`src/design/cdtv_pkg.sv`:
```
// Shared types, constants and result codes for the CD full-TOC validator.
package cdtv_pkg;

    // Parse limits
    localparam int MAX_TOC_BYTES = 2048;
    localparam int CNT_W         = $clog2(MAX_TOC_BYTES + 1);
    localparam int DECL_W        = 17;
    localparam int HDR_LEN       = 4;
    localparam int REC_LEN       = 11;
    localparam int POS_W         = 4;

    // Field widths
    localparam int IMG_W   = 40;
    localparam int LEAD_W  = 22;
    localparam int BYTES_W = 32;

    // Descriptor codes
    localparam logic [7:0] FIRST_SESSION = 8'h01;
    localparam logic [7:0] POINT_TRK_LO  = 8'h01;
    localparam logic [7:0] POINT_TRK_HI  = 8'h63;
    localparam logic [7:0] POINT_A0      = 8'hA0;
    localparam logic [7:0] POINT_A1      = 8'hA1;
    localparam logic [7:0] POINT_A2      = 8'hA2;
    localparam logic [3:0] ADR_POS       = 4'd1;
    localparam logic [3:0] ADR_OTHER     = 4'd5;
    localparam logic [7:0] DISK_CDDA     = 8'h00;
    localparam logic [7:0] DISK_CDI      = 8'h10;
    localparam logic [7:0] DISK_XA       = 8'h20;
    localparam logic [7:0] SEC_LIMIT     = 8'd60;
    localparam logic [7:0] FRAME_LIMIT   = 8'd75;

    // Job queue between front and back
    localparam int FIFO_DEPTH = 4;
    localparam int FIFO_PTR_W = $clog2(FIFO_DEPTH);

    typedef enum logic [3:0] {
        ERR_OK            = 4'd0,
        ERR_TOO_LARGE     = 4'd1,
        ERR_FIRST_SESSION = 4'd2,
        ERR_SESSION       = 4'd3,
        ERR_TRACK_START   = 4'd4,
        ERR_ADR           = 4'd5,
        ERR_DISK_TYPE     = 4'd6,
        ERR_FIRST_TRACK   = 4'd7,
        ERR_LAST_TRACK    = 4'd8,
        ERR_RESERVED      = 4'd9,
        ERR_SIZE          = 4'd10,
        ERR_TRUNCATED     = 4'd11
    } t_err;

    // One job: a finished descriptor, an end-of-file marker, or both
    typedef struct packed {
        logic       rec_v;
        logic       fin_v;
        logic       too_large;
        logic       hdr_err;
        logic       trunc;
        logic [7:0] session;
        logic [3:0] adr;
        logic [7:0] point;
        logic [7:0] pmin;
        logic [7:0] psec;
        logic [7:0] pframe;
    } t_job;

endpackage

```
`src/design/cd_clone_toc_validator.sv`:
```
// Top level of the CD full-TOC validator: config register, front, job queue, back.
//
//   channel   direction  handshake           beat contents
//   toc in    in         push / full         i_toc_byte, i_is_last
//   verdict   out        empty / pop         o_toc_valid, o_error_code, o_leadout_frames
//   config    in         i_cfg_wr_en         i_cfg_wr_data (image size in bytes)
//
// One byte is taken per cycle while full is low; full rises only when the
// four-entry job queue between the parser and the checker is full.
// The last byte's job passes through the queue, then the check, verdict and output stages;
// the checker drains one job per cycle unless the result register is held.
// Reset (i_rst_n low at a clock edge) clears the parse state, the queue and the
// image size register. Holding pop low stalls the checker, then fills the
// queue, and only then raises full.
module cd_clone_toc_validator (
    input  logic                               i_clk,
    input  logic                               i_rst_n,
    input  logic                               push,
    output logic                               full,
    input  logic [7:0]                         i_toc_byte,
    input  logic                               i_is_last,
    output logic                               empty,
    input  logic                               pop,
    output logic                               o_toc_valid,
    output logic [3:0]                         o_error_code,
    output logic signed [cdtv_pkg::LEAD_W-1:0] o_leadout_frames,
    input  logic                               i_cfg_wr_en,
    input  logic [cdtv_pkg::IMG_W-1:0]         i_cfg_wr_data
);

    logic [cdtv_pkg::IMG_W-1:0] r_image_bytes;
    logic                       accept;
    logic                       job_push;
    cdtv_pkg::t_job             job_in;
    cdtv_pkg::t_job             job_head;
    logic                       job_empty;
    logic                       job_pop;

    assign accept = push && !full;

    // Hold the image size register
    always_ff @(posedge i_clk) begin
        if (!i_rst_n) begin
            r_image_bytes <= '0;
        end else if (i_cfg_wr_en) begin
            r_image_bytes <= i_cfg_wr_data;
        end
    end

    cdtv_front u_front (
        .i_clk      (i_clk),
        .i_rst_n    (i_rst_n),
        .i_accept   (accept),
        .i_toc_byte (i_toc_byte),
        .i_is_last  (i_is_last),
        .o_job_push (job_push),
        .o_job      (job_in)
    );

    cdtv_job_fifo u_fifo (
        .i_clk   (i_clk),
        .i_rst_n (i_rst_n),
        .i_push  (job_push),
        .i_job   (job_in),
        .i_pop   (job_pop),
        .o_full  (full),
        .o_empty (job_empty),
        .o_head  (job_head)
    );

    cdtv_back u_back (
        .i_clk            (i_clk),
        .i_rst_n          (i_rst_n),
        .i_job_v          (!job_empty),
        .i_job            (job_head),
        .o_job_pop        (job_pop),
        .i_image_bytes    (r_image_bytes),
        .i_pop            (pop),
        .o_empty          (empty),
        .o_toc_valid      (o_toc_valid),
        .o_error_code     (o_error_code),
        .o_leadout_frames (o_leadout_frames)
    );

endmodule

```
`src/design/cdtv_front.sv`:
```
// Front end: counts bytes, parses the header and gathers descriptors into jobs.
module cdtv_front (
    input  logic              i_clk,
    input  logic              i_rst_n,
    input  logic              i_accept,
    input  logic [7:0]        i_toc_byte,
    input  logic              i_is_last,
    output logic              o_job_push,
    output cdtv_pkg::t_job    o_job
);

    logic [cdtv_pkg::CNT_W-1:0]  r_cnt, n_cnt;
    logic [cdtv_pkg::DECL_W-1:0] r_decl, n_decl;
    logic [cdtv_pkg::POS_W-1:0]  r_pos, n_pos;
    logic                        r_hdr_err, n_hdr_err;
    logic                        live;
    logic                        take;
    logic                        rec_done;

    logic [7:0] r_session;
    logic [3:0] r_adr;
    logic [7:0] r_point;
    logic [7:0] r_pmin;
    logic [7:0] r_psec;

    // Classify the current byte by its position in the file
    always_comb begin
        live      = (r_cnt < cdtv_pkg::CNT_W'(cdtv_pkg::MAX_TOC_BYTES));
        n_cnt     = live ? (r_cnt + cdtv_pkg::CNT_W'(1)) : r_cnt;
        n_decl    = r_decl;
        n_pos     = r_pos;
        n_hdr_err = r_hdr_err;
        take      = 1'b0;
        rec_done  = 1'b0;
        if (i_accept && live && !r_hdr_err) begin
            if (r_cnt == cdtv_pkg::CNT_W'(0)) begin
                n_decl = cdtv_pkg::DECL_W'({i_toc_byte, 8'h00});
            end else if (r_cnt == cdtv_pkg::CNT_W'(1)) begin
                n_decl = cdtv_pkg::DECL_W'({r_decl[15:8], i_toc_byte})
                         + cdtv_pkg::DECL_W'(2);
            end else if (r_cnt == cdtv_pkg::CNT_W'(2)) begin
                if (i_toc_byte != cdtv_pkg::FIRST_SESSION) begin
                    n_hdr_err = 1'b1;
                end
            end else if (r_cnt == cdtv_pkg::CNT_W'(3)) begin
                n_decl = r_decl;
            end else if (!(r_pos == cdtv_pkg::POS_W'(0)
                           && cdtv_pkg::DECL_W'(r_cnt) >= r_decl)) begin
                take = 1'b1;
                if (r_pos == cdtv_pkg::POS_W'(cdtv_pkg::REC_LEN - 1)) begin
                    n_pos    = cdtv_pkg::POS_W'(0);
                    rec_done = 1'b1;
                end else begin
                    n_pos = r_pos + cdtv_pkg::POS_W'(1);
                end
            end
        end
    end

    // Build the job beat
    always_comb begin
        o_job.rec_v     = rec_done;
        o_job.fin_v     = i_accept && i_is_last;
        o_job.too_large = (n_cnt >= cdtv_pkg::CNT_W'(cdtv_pkg::MAX_TOC_BYTES));
        o_job.hdr_err   = n_hdr_err;
        o_job.trunc     = (n_cnt < cdtv_pkg::CNT_W'(cdtv_pkg::HDR_LEN))
                          || (n_pos != cdtv_pkg::POS_W'(0))
                          || (cdtv_pkg::DECL_W'(n_cnt) < n_decl);
        o_job.session   = r_session;
        o_job.adr       = r_adr;
        o_job.point     = r_point;
        o_job.pmin      = r_pmin;
        o_job.psec      = r_psec;
        o_job.pframe    = i_toc_byte;
        o_job_push      = i_accept && (rec_done || i_is_last);
    end

    // Advance parse state; clear it after the last byte
    always_ff @(posedge i_clk) begin
        if (!i_rst_n) begin
            r_cnt     <= '0;
            r_decl    <= '0;
            r_pos     <= '0;
            r_hdr_err <= 1'b0;
        end else if (i_accept) begin
            if (i_is_last) begin
                r_cnt     <= '0;
                r_decl    <= '0;
                r_pos     <= '0;
                r_hdr_err <= 1'b0;
            end else begin
                r_cnt     <= n_cnt;
                r_decl    <= n_decl;
                r_pos     <= n_pos;
                r_hdr_err <= n_hdr_err;
            end
        end
    end

    // Capture the descriptor bytes the checks need
    always_ff @(posedge i_clk) begin
        if (take) begin
            case (r_pos)
                cdtv_pkg::POS_W'(0): r_session <= i_toc_byte;
                cdtv_pkg::POS_W'(1): r_adr     <= i_toc_byte[7:4];
                cdtv_pkg::POS_W'(3): r_point   <= i_toc_byte;
                cdtv_pkg::POS_W'(8): r_pmin    <= i_toc_byte;
                cdtv_pkg::POS_W'(9): r_psec    <= i_toc_byte;
                default: ;
            endcase
        end
    end

endmodule

```
`src/design/cdtv_job_fifo.sv`:
```
// Short job queue between the front end and the back end.
module cdtv_job_fifo (
    input  logic            i_clk,
    input  logic            i_rst_n,
    input  logic            i_push,
    input  cdtv_pkg::t_job  i_job,
    input  logic            i_pop,
    output logic            o_full,
    output logic            o_empty,
    output cdtv_pkg::t_job  o_head
);

    cdtv_pkg::t_job                  r_mem [cdtv_pkg::FIFO_DEPTH];
    logic [cdtv_pkg::FIFO_PTR_W-1:0] r_wr_ptr;
    logic [cdtv_pkg::FIFO_PTR_W-1:0] r_rd_ptr;
    logic [cdtv_pkg::FIFO_PTR_W:0]   r_count;
    logic                            do_push;
    logic                            do_pop;

    assign o_full  = (r_count == (cdtv_pkg::FIFO_PTR_W + 1)'(cdtv_pkg::FIFO_DEPTH));
    assign o_empty = (r_count == '0);
    assign o_head  = r_mem[r_rd_ptr];
    assign do_push = i_push && !o_full;
    assign do_pop  = i_pop && !o_empty;

    // Move pointers and occupancy
    always_ff @(posedge i_clk) begin
        if (!i_rst_n) begin
            r_wr_ptr <= '0;
            r_rd_ptr <= '0;
            r_count  <= '0;
        end else begin
            if (do_push) begin
                r_wr_ptr <= r_wr_ptr + cdtv_pkg::FIFO_PTR_W'(1);
            end
            if (do_pop) begin
                r_rd_ptr <= r_rd_ptr + cdtv_pkg::FIFO_PTR_W'(1);
            end
            if (do_push && !do_pop) begin
                r_count <= r_count + (cdtv_pkg::FIFO_PTR_W + 1)'(1);
            end else if (do_pop && !do_push) begin
                r_count <= r_count - (cdtv_pkg::FIFO_PTR_W + 1)'(1);
            end
        end
    end

    // Write the job beat
    always_ff @(posedge i_clk) begin
        if (do_push) begin
            r_mem[r_wr_ptr] <= i_job;
        end
    end

endmodule

```
`src/design/cdtv_back.sv`:
```
// Back end: checks descriptors, tracks first error and leadout, forms the verdict.
module cdtv_back (
    input  logic                          i_clk,
    input  logic                          i_rst_n,
    input  logic                          i_job_v,
    input  cdtv_pkg::t_job                i_job,
    output logic                          o_job_pop,
    input  logic [cdtv_pkg::IMG_W-1:0]    i_image_bytes,
    input  logic                          i_pop,
    output logic                          o_empty,
    output logic                          o_toc_valid,
    output logic [3:0]                    o_error_code,
    output logic signed [cdtv_pkg::LEAD_W-1:0] o_leadout_frames
);

    localparam int PM_F_W = 21;
    localparam int PS_F_W = 15;
    localparam int PM_B_W = 32;
    localparam int PS_B_W = 26;
    localparam int PF_B_W = 20;

    localparam int FRAMES_PER_MIN = 4500;
    localparam int FRAMES_PER_SEC = 75;
    localparam int LEAD_OFFSET    = 150;
    localparam int SECTOR_BYTES   = 2352;

    typedef struct packed {
        logic                rec_v;
        logic                fin_v;
        logic                too_large;
        logic                hdr_err;
        logic                trunc;
        cdtv_pkg::t_err      code;
        logic                a2;
        logic [PM_F_W-1:0]   pm_f;
        logic [PS_F_W-1:0]   ps_f;
        logic [7:0]          pf;
        logic [PM_B_W-1:0]   pm_b;
        logic [PS_B_W-1:0]   ps_b;
        logic [PF_B_W-1:0]   pf_b;
    } t_chk;

    // Check stage
    t_chk                                r_s1, n_s1;
    logic                                r_s1_v;
    logic                                s1_fire;
    logic                                s1_ready;

    // Running per-file state
    cdtv_pkg::t_err                      r_err, u_err;
    logic [cdtv_pkg::LEAD_W-1:0]         r_lead, u_lead;
    logic [cdtv_pkg::BYTES_W-1:0]        r_bytes, u_bytes;
    logic [cdtv_pkg::LEAD_W-1:0]         lead_sum;
    logic [cdtv_pkg::BYTES_W-1:0]        bytes_sum;
    cdtv_pkg::t_err                      fin_code;

    // Verdict stage
    logic                                r_fin_v;
    cdtv_pkg::t_err                      r_fin_code;
    logic                                r_fin_check;
    logic [cdtv_pkg::LEAD_W-1:0]         r_fin_lead;
    logic [cdtv_pkg::BYTES_W-1:0]        r_fin_bytes;
    logic                                fin_ready;

    // Output stage
    logic                                r_out_v;
    cdtv_pkg::t_err                      r_out_code;
    logic [cdtv_pkg::LEAD_W-1:0]         r_out_lead;
    cdtv_pkg::t_err                      out_code;
    logic                                out_ready;

    // Handshake chain from the result side back to the queue
    assign out_ready = !r_out_v || i_pop;
    assign fin_ready = !r_fin_v || out_ready;
    assign s1_fire   = r_s1_v && (!r_s1.fin_v || fin_ready);
    assign s1_ready  = !r_s1_v || s1_fire;
    assign o_job_pop = i_job_v && s1_ready;

    // Check the descriptor at the queue head and form partial products
    always_comb begin
        n_s1.rec_v     = i_job.rec_v;
        n_s1.fin_v     = i_job.fin_v;
        n_s1.too_large = i_job.too_large;
        n_s1.hdr_err   = i_job.hdr_err;
        n_s1.trunc     = i_job.trunc;
        n_s1.code      = cdtv_pkg::ERR_OK;
        n_s1.a2        = 1'b0;
        if (i_job.session != cdtv_pkg::FIRST_SESSION) begin
            n_s1.code = cdtv_pkg::ERR_SESSION;
        end else if (i_job.point >= cdtv_pkg::POINT_TRK_LO
                     && i_job.point <= cdtv_pkg::POINT_TRK_HI) begin
            if (i_job.adr == cdtv_pkg::ADR_POS
                && (i_job.psec > cdtv_pkg::SEC_LIMIT
                    || i_job.pframe > cdtv_pkg::FRAME_LIMIT)) begin
                n_s1.code = cdtv_pkg::ERR_TRACK_START;
            end
        end else if (i_job.point == cdtv_pkg::POINT_A0) begin
            if (i_job.adr != cdtv_pkg::ADR_POS) begin
                n_s1.code = cdtv_pkg::ERR_ADR;
            end else if (i_job.psec != cdtv_pkg::DISK_CDDA
                         && i_job.psec != cdtv_pkg::DISK_CDI
                         && i_job.psec != cdtv_pkg::DISK_XA) begin
                n_s1.code = cdtv_pkg::ERR_DISK_TYPE;
            end else if (i_job.pmin != 8'd1) begin
                n_s1.code = cdtv_pkg::ERR_FIRST_TRACK;
            end else if (i_job.pframe != 8'd0) begin
                n_s1.code = cdtv_pkg::ERR_RESERVED;
            end
        end else if (i_job.point == cdtv_pkg::POINT_A1) begin
            if (i_job.adr != cdtv_pkg::ADR_POS) begin
                n_s1.code = cdtv_pkg::ERR_ADR;
            end else if (i_job.pmin == 8'd0) begin
                n_s1.code = cdtv_pkg::ERR_LAST_TRACK;
            end else if (i_job.psec != 8'd0 || i_job.pframe != 8'd0) begin
                n_s1.code = cdtv_pkg::ERR_RESERVED;
            end
        end else if (i_job.point == cdtv_pkg::POINT_A2) begin
            if (i_job.adr != cdtv_pkg::ADR_POS) begin
                n_s1.code = cdtv_pkg::ERR_ADR;
            end else begin
                n_s1.a2 = 1'b1;
            end
        end else if (i_job.adr != cdtv_pkg::ADR_OTHER) begin
            n_s1.code = cdtv_pkg::ERR_ADR;
        end
        // Leadout in frames and in bytes, split into independent terms
        n_s1.pm_f = PM_F_W'(i_job.pmin) * PM_F_W'(FRAMES_PER_MIN);
        n_s1.ps_f = PS_F_W'(i_job.psec) * PS_F_W'(FRAMES_PER_SEC);
        n_s1.pf   = i_job.pframe;
        n_s1.pm_b = PM_B_W'(i_job.pmin) * PM_B_W'(FRAMES_PER_MIN * SECTOR_BYTES);
        n_s1.ps_b = PS_B_W'(i_job.psec) * PS_B_W'(FRAMES_PER_SEC * SECTOR_BYTES);
        n_s1.pf_b = PF_B_W'(i_job.pframe) * PF_B_W'(SECTOR_BYTES);
    end

    // Fold the checked descriptor into the running state
    always_comb begin
        lead_sum  = cdtv_pkg::LEAD_W'(r_s1.pm_f) + cdtv_pkg::LEAD_W'(r_s1.ps_f)
                    + cdtv_pkg::LEAD_W'(r_s1.pf) - cdtv_pkg::LEAD_W'(LEAD_OFFSET);
        bytes_sum = cdtv_pkg::BYTES_W'(r_s1.pm_b) + cdtv_pkg::BYTES_W'(r_s1.ps_b)
                    + cdtv_pkg::BYTES_W'(r_s1.pf_b)
                    - cdtv_pkg::BYTES_W'(LEAD_OFFSET * SECTOR_BYTES);
        u_err   = r_err;
        u_lead  = r_lead;
        u_bytes = r_bytes;
        if (r_s1.rec_v && r_err == cdtv_pkg::ERR_OK) begin
            if (r_s1.code != cdtv_pkg::ERR_OK) begin
                u_err = r_s1.code;
            end else if (r_s1.a2) begin
                u_lead  = lead_sum;
                u_bytes = bytes_sum;
            end
        end
        // Rank end-of-file outcomes; size check still pending when OK
        if (r_s1.too_large) begin
            fin_code = cdtv_pkg::ERR_TOO_LARGE;
        end else if (r_s1.hdr_err) begin
            fin_code = cdtv_pkg::ERR_FIRST_SESSION;
        end else if (u_err != cdtv_pkg::ERR_OK) begin
            fin_code = u_err;
        end else if (r_s1.trunc) begin
            fin_code = cdtv_pkg::ERR_TRUNCATED;
        end else begin
            fin_code = cdtv_pkg::ERR_OK;
        end
    end

    // Compare the leadout size against the image size
    always_comb begin
        if (!r_fin_check) begin
            out_code = r_fin_code;
        end else if (r_fin_lead[cdtv_pkg::LEAD_W-1]
                     || cdtv_pkg::IMG_W'(r_fin_bytes) != i_image_bytes) begin
            out_code = cdtv_pkg::ERR_SIZE;
        end else begin
            out_code = cdtv_pkg::ERR_OK;
        end
    end

    // Advance control and running state
    always_ff @(posedge i_clk) begin
        if (!i_rst_n) begin
            r_s1_v  <= 1'b0;
            r_fin_v <= 1'b0;
            r_out_v <= 1'b0;
            r_err   <= cdtv_pkg::ERR_OK;
            r_lead  <= '0;
            r_bytes <= '0;
        end else begin
            if (s1_ready) begin
                r_s1_v <= i_job_v;
            end
            if (s1_fire) begin
                if (r_s1.fin_v) begin
                    r_err   <= cdtv_pkg::ERR_OK;
                    r_lead  <= '0;
                    r_bytes <= '0;
                end else begin
                    r_err   <= u_err;
                    r_lead  <= u_lead;
                    r_bytes <= u_bytes;
                end
            end
            if (fin_ready) begin
                r_fin_v <= s1_fire && r_s1.fin_v;
            end
            if (out_ready) begin
                r_out_v <= r_fin_v;
            end
        end
    end

    // Hold payload beats as they move down the stages
    always_ff @(posedge i_clk) begin
        if (o_job_pop) begin
            r_s1 <= n_s1;
        end
        if (s1_fire && r_s1.fin_v) begin
            r_fin_code  <= fin_code;
            r_fin_check <= (fin_code == cdtv_pkg::ERR_OK);
            r_fin_lead  <= u_lead;
            r_fin_bytes <= u_bytes;
        end
        if (out_ready && r_fin_v) begin
            r_out_code <= out_code;
            r_out_lead <= r_fin_lead;
        end
    end

    assign o_empty          = !r_out_v;
    assign o_toc_valid      = (r_out_code == cdtv_pkg::ERR_OK);
    assign o_error_code     = r_out_code;
    assign o_leadout_frames = $signed(r_out_lead);

endmodule

```
`config.mk`:
```
export PLATFORM = sky130hd
export DESIGN_NAME = cd_clone_toc_validator
export DESIGN_NICKNAME = d
export VERILOG_FILES = /design/src/design/cdtv_pkg.sv /design/src/design/cd_clone_toc_validator.sv /design/src/design/cdtv_front.sv /design/src/design/cdtv_job_fifo.sv /design/src/design/cdtv_back.sv
export SDC_FILE = /design/constraint.sdc
export NUM_CORES = 1
export LEC_CHECK = 0
export BUFFER_PORTS_ARGS = -buffer_cell sky130_fd_sc_hd__buf_2
export CORE_UTILIZATION = 30
export DETAILED_ROUTE_END_ITERATION = 10
export PLACE_DENSITY_LB_ADDON = 0.05
export SLEW_MARGIN = 5
export SYNTH_ARGS = -nofsm -noshare
export SYNTH_HDL_FRONTEND = slang
export SYNTH_SLANG_ARGS = --single-unit
```
`constraint.sdc`:
```
create_clock -name i_clk -period 25 [get_ports i_clk]
set_input_delay 1.25 -clock i_clk [delete_from_list [all_inputs] [get_ports i_clk]]
set_output_delay 1.25 -clock i_clk [all_outputs]
set_load 0.05 [all_outputs]
```
# After elaboration in Yosys (flattened, before gate mapping)
# Memories as Yosys holds them, arrays and structs flattened. A register that Yosys moved wholly into a read port is not among the register bits.
# Cells that the tools add are included.
# word_totals
reg_bits,379
mem_bits_rw,196
input_bits,54
out_inout_bits,29
wordCells,216
memories,1
# op_classes
n_addsub,13
n_mul,5
magnitude_cmp,9
eq_ne,21
muxes,71
n_bitwise,1
n_reduce_logical,57
# mem_list
memory,words,word_bits,rd,rd_ports_with_merged_regs,write_ports,line_no,text
u_fifo.r_mem,4,49,1,1,1,cdtv_job_fifo.sv:13,cdtv_pkg::t_job r_mem [cdtv_pkg::FIFO_DEPTH];
# ops
operator,n
32-bit two-way mux,4
4-bit two-way mux,27
22-bit two-way mux,4
17-bit two-way mux,4
32-bit by 40-bit != test with 1-bit output,1
32-bit by 20-bit adder with 32-bit output,1
32-bit by 26-bit adder with 32-bit output,1
"32-bit by 19-bit subtractor with 32-bit output, second input constant",1
"8-bit by 18-bit multiplier with 26-bit output, second input constant",1
"12-bit by 2-bit == test with 1-bit output, second input constant",2
"8-bit == test, second input constant",3
12-bit two-way mux,2
"8-bit by 1-bit != test with 1-bit output, second input constant",3
21-bit by 15-bit adder with 22-bit output,1
22-bit by 8-bit adder with 22-bit output,1
"8-bit by 14-bit multiplier with 22-bit output, second input constant",1
1-bit two-way mux,22
"22-bit by 8-bit subtractor with 22-bit output, second input constant",1
1-bit logical AND,19
"8-bit by 11-bit multiplier with 19-bit output, second input constant",1
3-bit two-way mux,6
"16-bit by 2-bit adder with 17-bit output, second input constant",1
12-bit by 17-bit greater-or-equal comparator with 1-bit output,1
12-bit by 17-bit < comparator with 1-bit output,1
36 further kinds,68

# Longest topological paths before layout
# depth
word_depth,15
ltp_mapped,21
mapped_depth_nobuf,18

# Modules after synthesis
# From an unflattened synthesis, not the netlist that was laid out.
# hier_totals
cells_unflattened,2935
area_unflattened_um2,34071.4
# modules_own_cells
module,instances,cells_per_inst,area_per_inst_um2,seq_area_each_um2
cdtv_back,1,2049,20639.8,7166.9
cdtv_job_fifo,1,304,7564.8,6065.8
cdtv_front,1,451,4299.1,1761.7
cd_clone_toc_validator,1,131,1567.8,800.8

# Worst setup path before layout
# OpenSTA, ideal clock, no wires.
# synth_path
path_kind,input -> register
start,in pop
end,reg u_fifo.r_count[2] in the netlist's numbering
setup_ns,0.076
t_arrival_ns,8.644
t_required_ns,24.924
slack_ns,16.280
cell_stages,9
n_path_buf,0
cell_sequence,nor2_1 -> a41oi_1 -> inv_1 -> ha_1 -> inv_1 -> fa_1 -> xor2_1 -> or3_1 -> a21boi_0
# synth_via
elab_chain_len,10
word_cells_on_any_way,12
cone_classes,1 x mux; 11 x reduce/logical
# synth_lines
item,line_no,text
"start, declared",cd_clone_toc_validator.sv:23,"input logic pop,"
1-bit logical OR *,cdtv_back.sv:73,assign out_ready = !r_out_v || i_pop;
1-bit logical OR *,cdtv_back.sv:74,assign fin_ready = !r_fin_v || out_ready;
1-bit logical OR *,cdtv_back.sv:75,assign s1_fire = r_s1_v && (!r_s1.fin_v || fin_ready);
1-bit logical AND *,cdtv_back.sv:75,
1-bit logical OR *,cdtv_back.sv:76,assign s1_ready = !r_s1_v || s1_fire;
1-bit logical AND *,cdtv_back.sv:77,assign o_job_pop = i_job_v && s1_ready;
named net job_pop,cd_clone_toc_validator.sv:37,logic job_pop;
1-bit logical AND *,cdtv_job_fifo.sv:24,assign do_pop = i_pop && !o_empty;
1-bit logical NOT,cdtv_job_fifo.sv:39,if (do_push && !do_pop) begin
1-bit logical AND,cdtv_job_fifo.sv:39,
3-bit two-way mux or 2-bit nonzero test (tied branches),--,
"end signal, assigned",cdtv_job_fifo.sv:40,r_count <= r_count + (cdtv_pkg::FIFO_PTR_W + 1)'(1);
"end signal, assigned",cdtv_job_fifo.sv:42,r_count <= r_count - (cdtv_pkg::FIFO_PTR_W + 1)'(1);
"end, declared",cdtv_job_fifo.sv:16,logic [cdtv_pkg::FIFO_PTR_W:0] r_count;
# Mark *: on every way through the listed nets, which the timed path passes. The rest lies on a longest branch.
# A chain may end at the register's enable or synchronous reset.

==> run_results.csv <==
group,metric,value,unit
synthesis,synth-seq-cells,574,
synthesis,synth.top_cell.area_share,0.391,
timing,worstMarginPinSlew,1.12,ns
placed_design,port_buffers,82,
route,dr_total_vias,20900,
synthesis,yosys-top-cells-area,"edfxtp_1, ha_1, dfxtp_1, fa_1, inv_1",
worst_setup_path,slowest_stage,"fa_1",
die,rows,121,
synthesis,synthTopCellsByCount,"edfxtp_1, inv_1, ha_1",
die,die_area,111000,um^2
die,die_y,334,um
clocking,cts_buffer_depth,3,
global_route,antenna_found_initial,0,
synthesis,synth_seq_area_share,0.478,
route,wl,89.2,mm
synthesis,synth.distinct_cells,82,
timing,setup_tns,0,ns
worst_setup_path,critical_path_buf_inv_count,5,
clocking,postCtsSetupRepairBufs,0,
timing,max_freq,152,MHz
die,pin_count,83,
synthesis,ys_warn_count,0,
hold_path,hp-class,"flop to flop",
finish,drive_gt1_frac,0.0964,
synthesis,syn_avg_cell_area,11.7,um^2
outcome,status,"finished, final reports clean",
worst_setup_path,crit_chain,"buf_4 -> mux4_2 -> fa_1 -> inv_1 -> fa_1 -> inv_1 -> fa_1 -> inv_1 -> fa_1 -> inv_1 -> ha_1 -> a21o_1 -> a21o_1 -> a2111oi_0 -> nor2_1 -> a311oi_1 -> o41ai_1 -> a31oi_1 -> xnor2_1",
synthesis,synth_top_area_cell,"edfxtp_1",
clocking,clk_pin_slew_worst_paths,0.06,ns
clocking,cts_resized,0,
clocking,htreeDepth,3,
timing,setup_viol,0,
timing,fin_worst_skew,0.0392,ns
worst_setup_path,path_class,"flop to flop",
finish,n_antenna_cell,0,
clocking,cts_buffers,70,
die,core,109000,um^2
die,initial_utilization,0.303,
route,drt-initial-drc-count,1056,
worst_setup_path,cp-start-kind,"flop",
clocking,cts_hold_buf,0,
clocking,root_buffer,"clkbuf_16",
clocking,insertion_delay,0.64,ns
synthesis,synthCells,2829,
route,first_pass_iters,5,
placed_design,gp_congestion,0.835,
global_route,overflow,0,
global_route,grt_pass1_vias,22000,
global_route,grt_use_total,0.162,
synthesis,synth_edf_count,430,
timing,relSlewSlack,0.255,
global_route,grt_pass1_wl,136,mm
timing,finalMaxSlewViolations,0,
finish,syn_to_final_growth,13.5,%
synthesis,synth_fp_nets,3344,
worst_setup_path,crit_required,25.37,ns
route,drc_errors,0,
synthesis,synth.most_common_cell,"edfxtp_1",
route,drt-vias-per-instance,4.75,
worst_setup_path,crit_family,"adder cells",
timing,fin_crit_sh,0.264,
worst_setup_path,critPathMaxStageDelay,0.74,ns
synthesis,synthArstFlopShare,0,
route,wl_per_cell,20.3,um
finish,finalNetCount,3447,
synthesis,synth_area,33000,um^2
clocking,cts.sinks,574,
worst_setup_path,crit_path_end_kind,"flop",
timing,hold_violations,0,
clocking,cts_tree,"yes",
route,ant_nets,0,
job,maxCapViolCount,0,
die,chipWidth,334,um
worst_setup_path,arrival,6.97,ns
timing,holdWs,0.393,ns
synthesis,synth_ff_type,"edfxtp_1",
finish,fillers,10900,
global_route,grt_max_degree,76,
timing,rsz0062_at_grt,"no",
placed_design,hpwl,65.3,mm
timing,fin_crit,6.59,ns
worst_setup_path,critPathMaxFanout,42,
-- final timing paths --
check	from	end	slack [ns]	depth (start not counted)
max	flop	u_back.r_s1[75]	18.41	19
min reg2reg	u_back.r_fin_lead[4]	u_back.o_leadout_frames[4]	0.39	0
max reg2reg	flop	u_back.r_s1[75]	18.41	19
min	u_back.r_fin_lead[4]	u_back.o_leadout_frames[4]	0.39	0
-- logic make-up after synthesis --
group                      after synthesis  synth area share
DFF                                    574             0.478
AOI/OAI and AO/OA                      474            0.0930
xor gates and xnor gates               147            0.0390
and+or+nand+nor                        639             0.101
muxes                                   94            0.0421
buffers and inverters                  440            0.0508
adders and majority gates              461             0.196
-- worst reg2reg max path, cell delays in order, from the launching register on --
cell	delay, ns
dfxtp_2	0.31
buf_4	0.54
mux4_2	0.64
fa_1	0.75
inv_1	0.14
fa_1	0.60
inv_1	0.10
fa_1	0.55
inv_1	0.05
fa_1	0.50
inv_1	0.04
ha_1	0.21
a21o_1	0.18
a21o_1	0.22
a2111oi_0	0.43
nor2_1	0.12
a311oi_1	0.42
o41ai_1	0.23
a31oi_1	0.23
xnor2_1	0.08
-- registers in the layout, summed over array words and instances, names as in the netlist, 8 cells and up, named ones only --
register / flops
u_back.o_leadout_frames: 22
r_image_bytes: 40
u_fifo.r_mem: 196
u_back.r_bytes: 32
u_front.r_psec: 8
u_front.r_point: 8
u_front.r_decl: 17
u_back.r_fin_lead: 22
u_front.r_session: 8
u_front.r_cnt: 12
u_back.r_s1: 113
u_back.r_lead: 22
u_back.r_fin_bytes: 32
u_front.r_pmin: 8
-- layout make-up --
class,count,area [um^2],share of cell area
inverters,370,1390,0.0371
clock buffers,87,1860,0.0495
repair buffers,101,556,0.0148
multi-input cells,1815,15600,0.417
clock inverters,42,467,0.0125
flip-flops and latches,574,15800,0.421
well taps,1414,1770,0.0472
-- layout by cell type (no fill, tap or decap), types with 63 or more instances in the layout --
master,count
fa_1,93
o21ai_0,96
xnor2_1,84
ha_1,368
inv_1,369
clkbuf_16,71
edfxtp_1,430
xor2_1,63
dfxtp_1,142
a21oi_1,119
nor2b_1,106
nor2_1,102
buf_2,81
nand2_1,166
-- layer usage --
| metal | share of wire | vias up | wire [um] | track usage |
|---|---|---|---|---|
| li1 | - | 10300 | - | - |
| met1 | 0.45 | 10300 | 40100 | 0.203 |
| met2 | 0.50 | 253 | 44900 | 0.290 |
| met3 | 0.024 | 101 | 2120 | 0.0202 |
| met4 | 0.024 | 0 | 2170 | 0.0458 |
| met5 | 0 | - | 0 | 0 |
-- stage by stage --
stage	setup WS [ns]	std cells	cell area, um^2	util
after floorplan	16.28	2829	33000	-
after global placement	18.37	4274	35200	0.323
after detailed placement	18.40	4274	35200	0.323
after CTS	18.40	4403	37500	0.344
after global routing	18.05	4403	37500	0.344
final	18.41	4403	37500	0.344
Power is not shown: default switching activity piles up to over one toggle a cycle in this logic, so the estimate is an artifact.
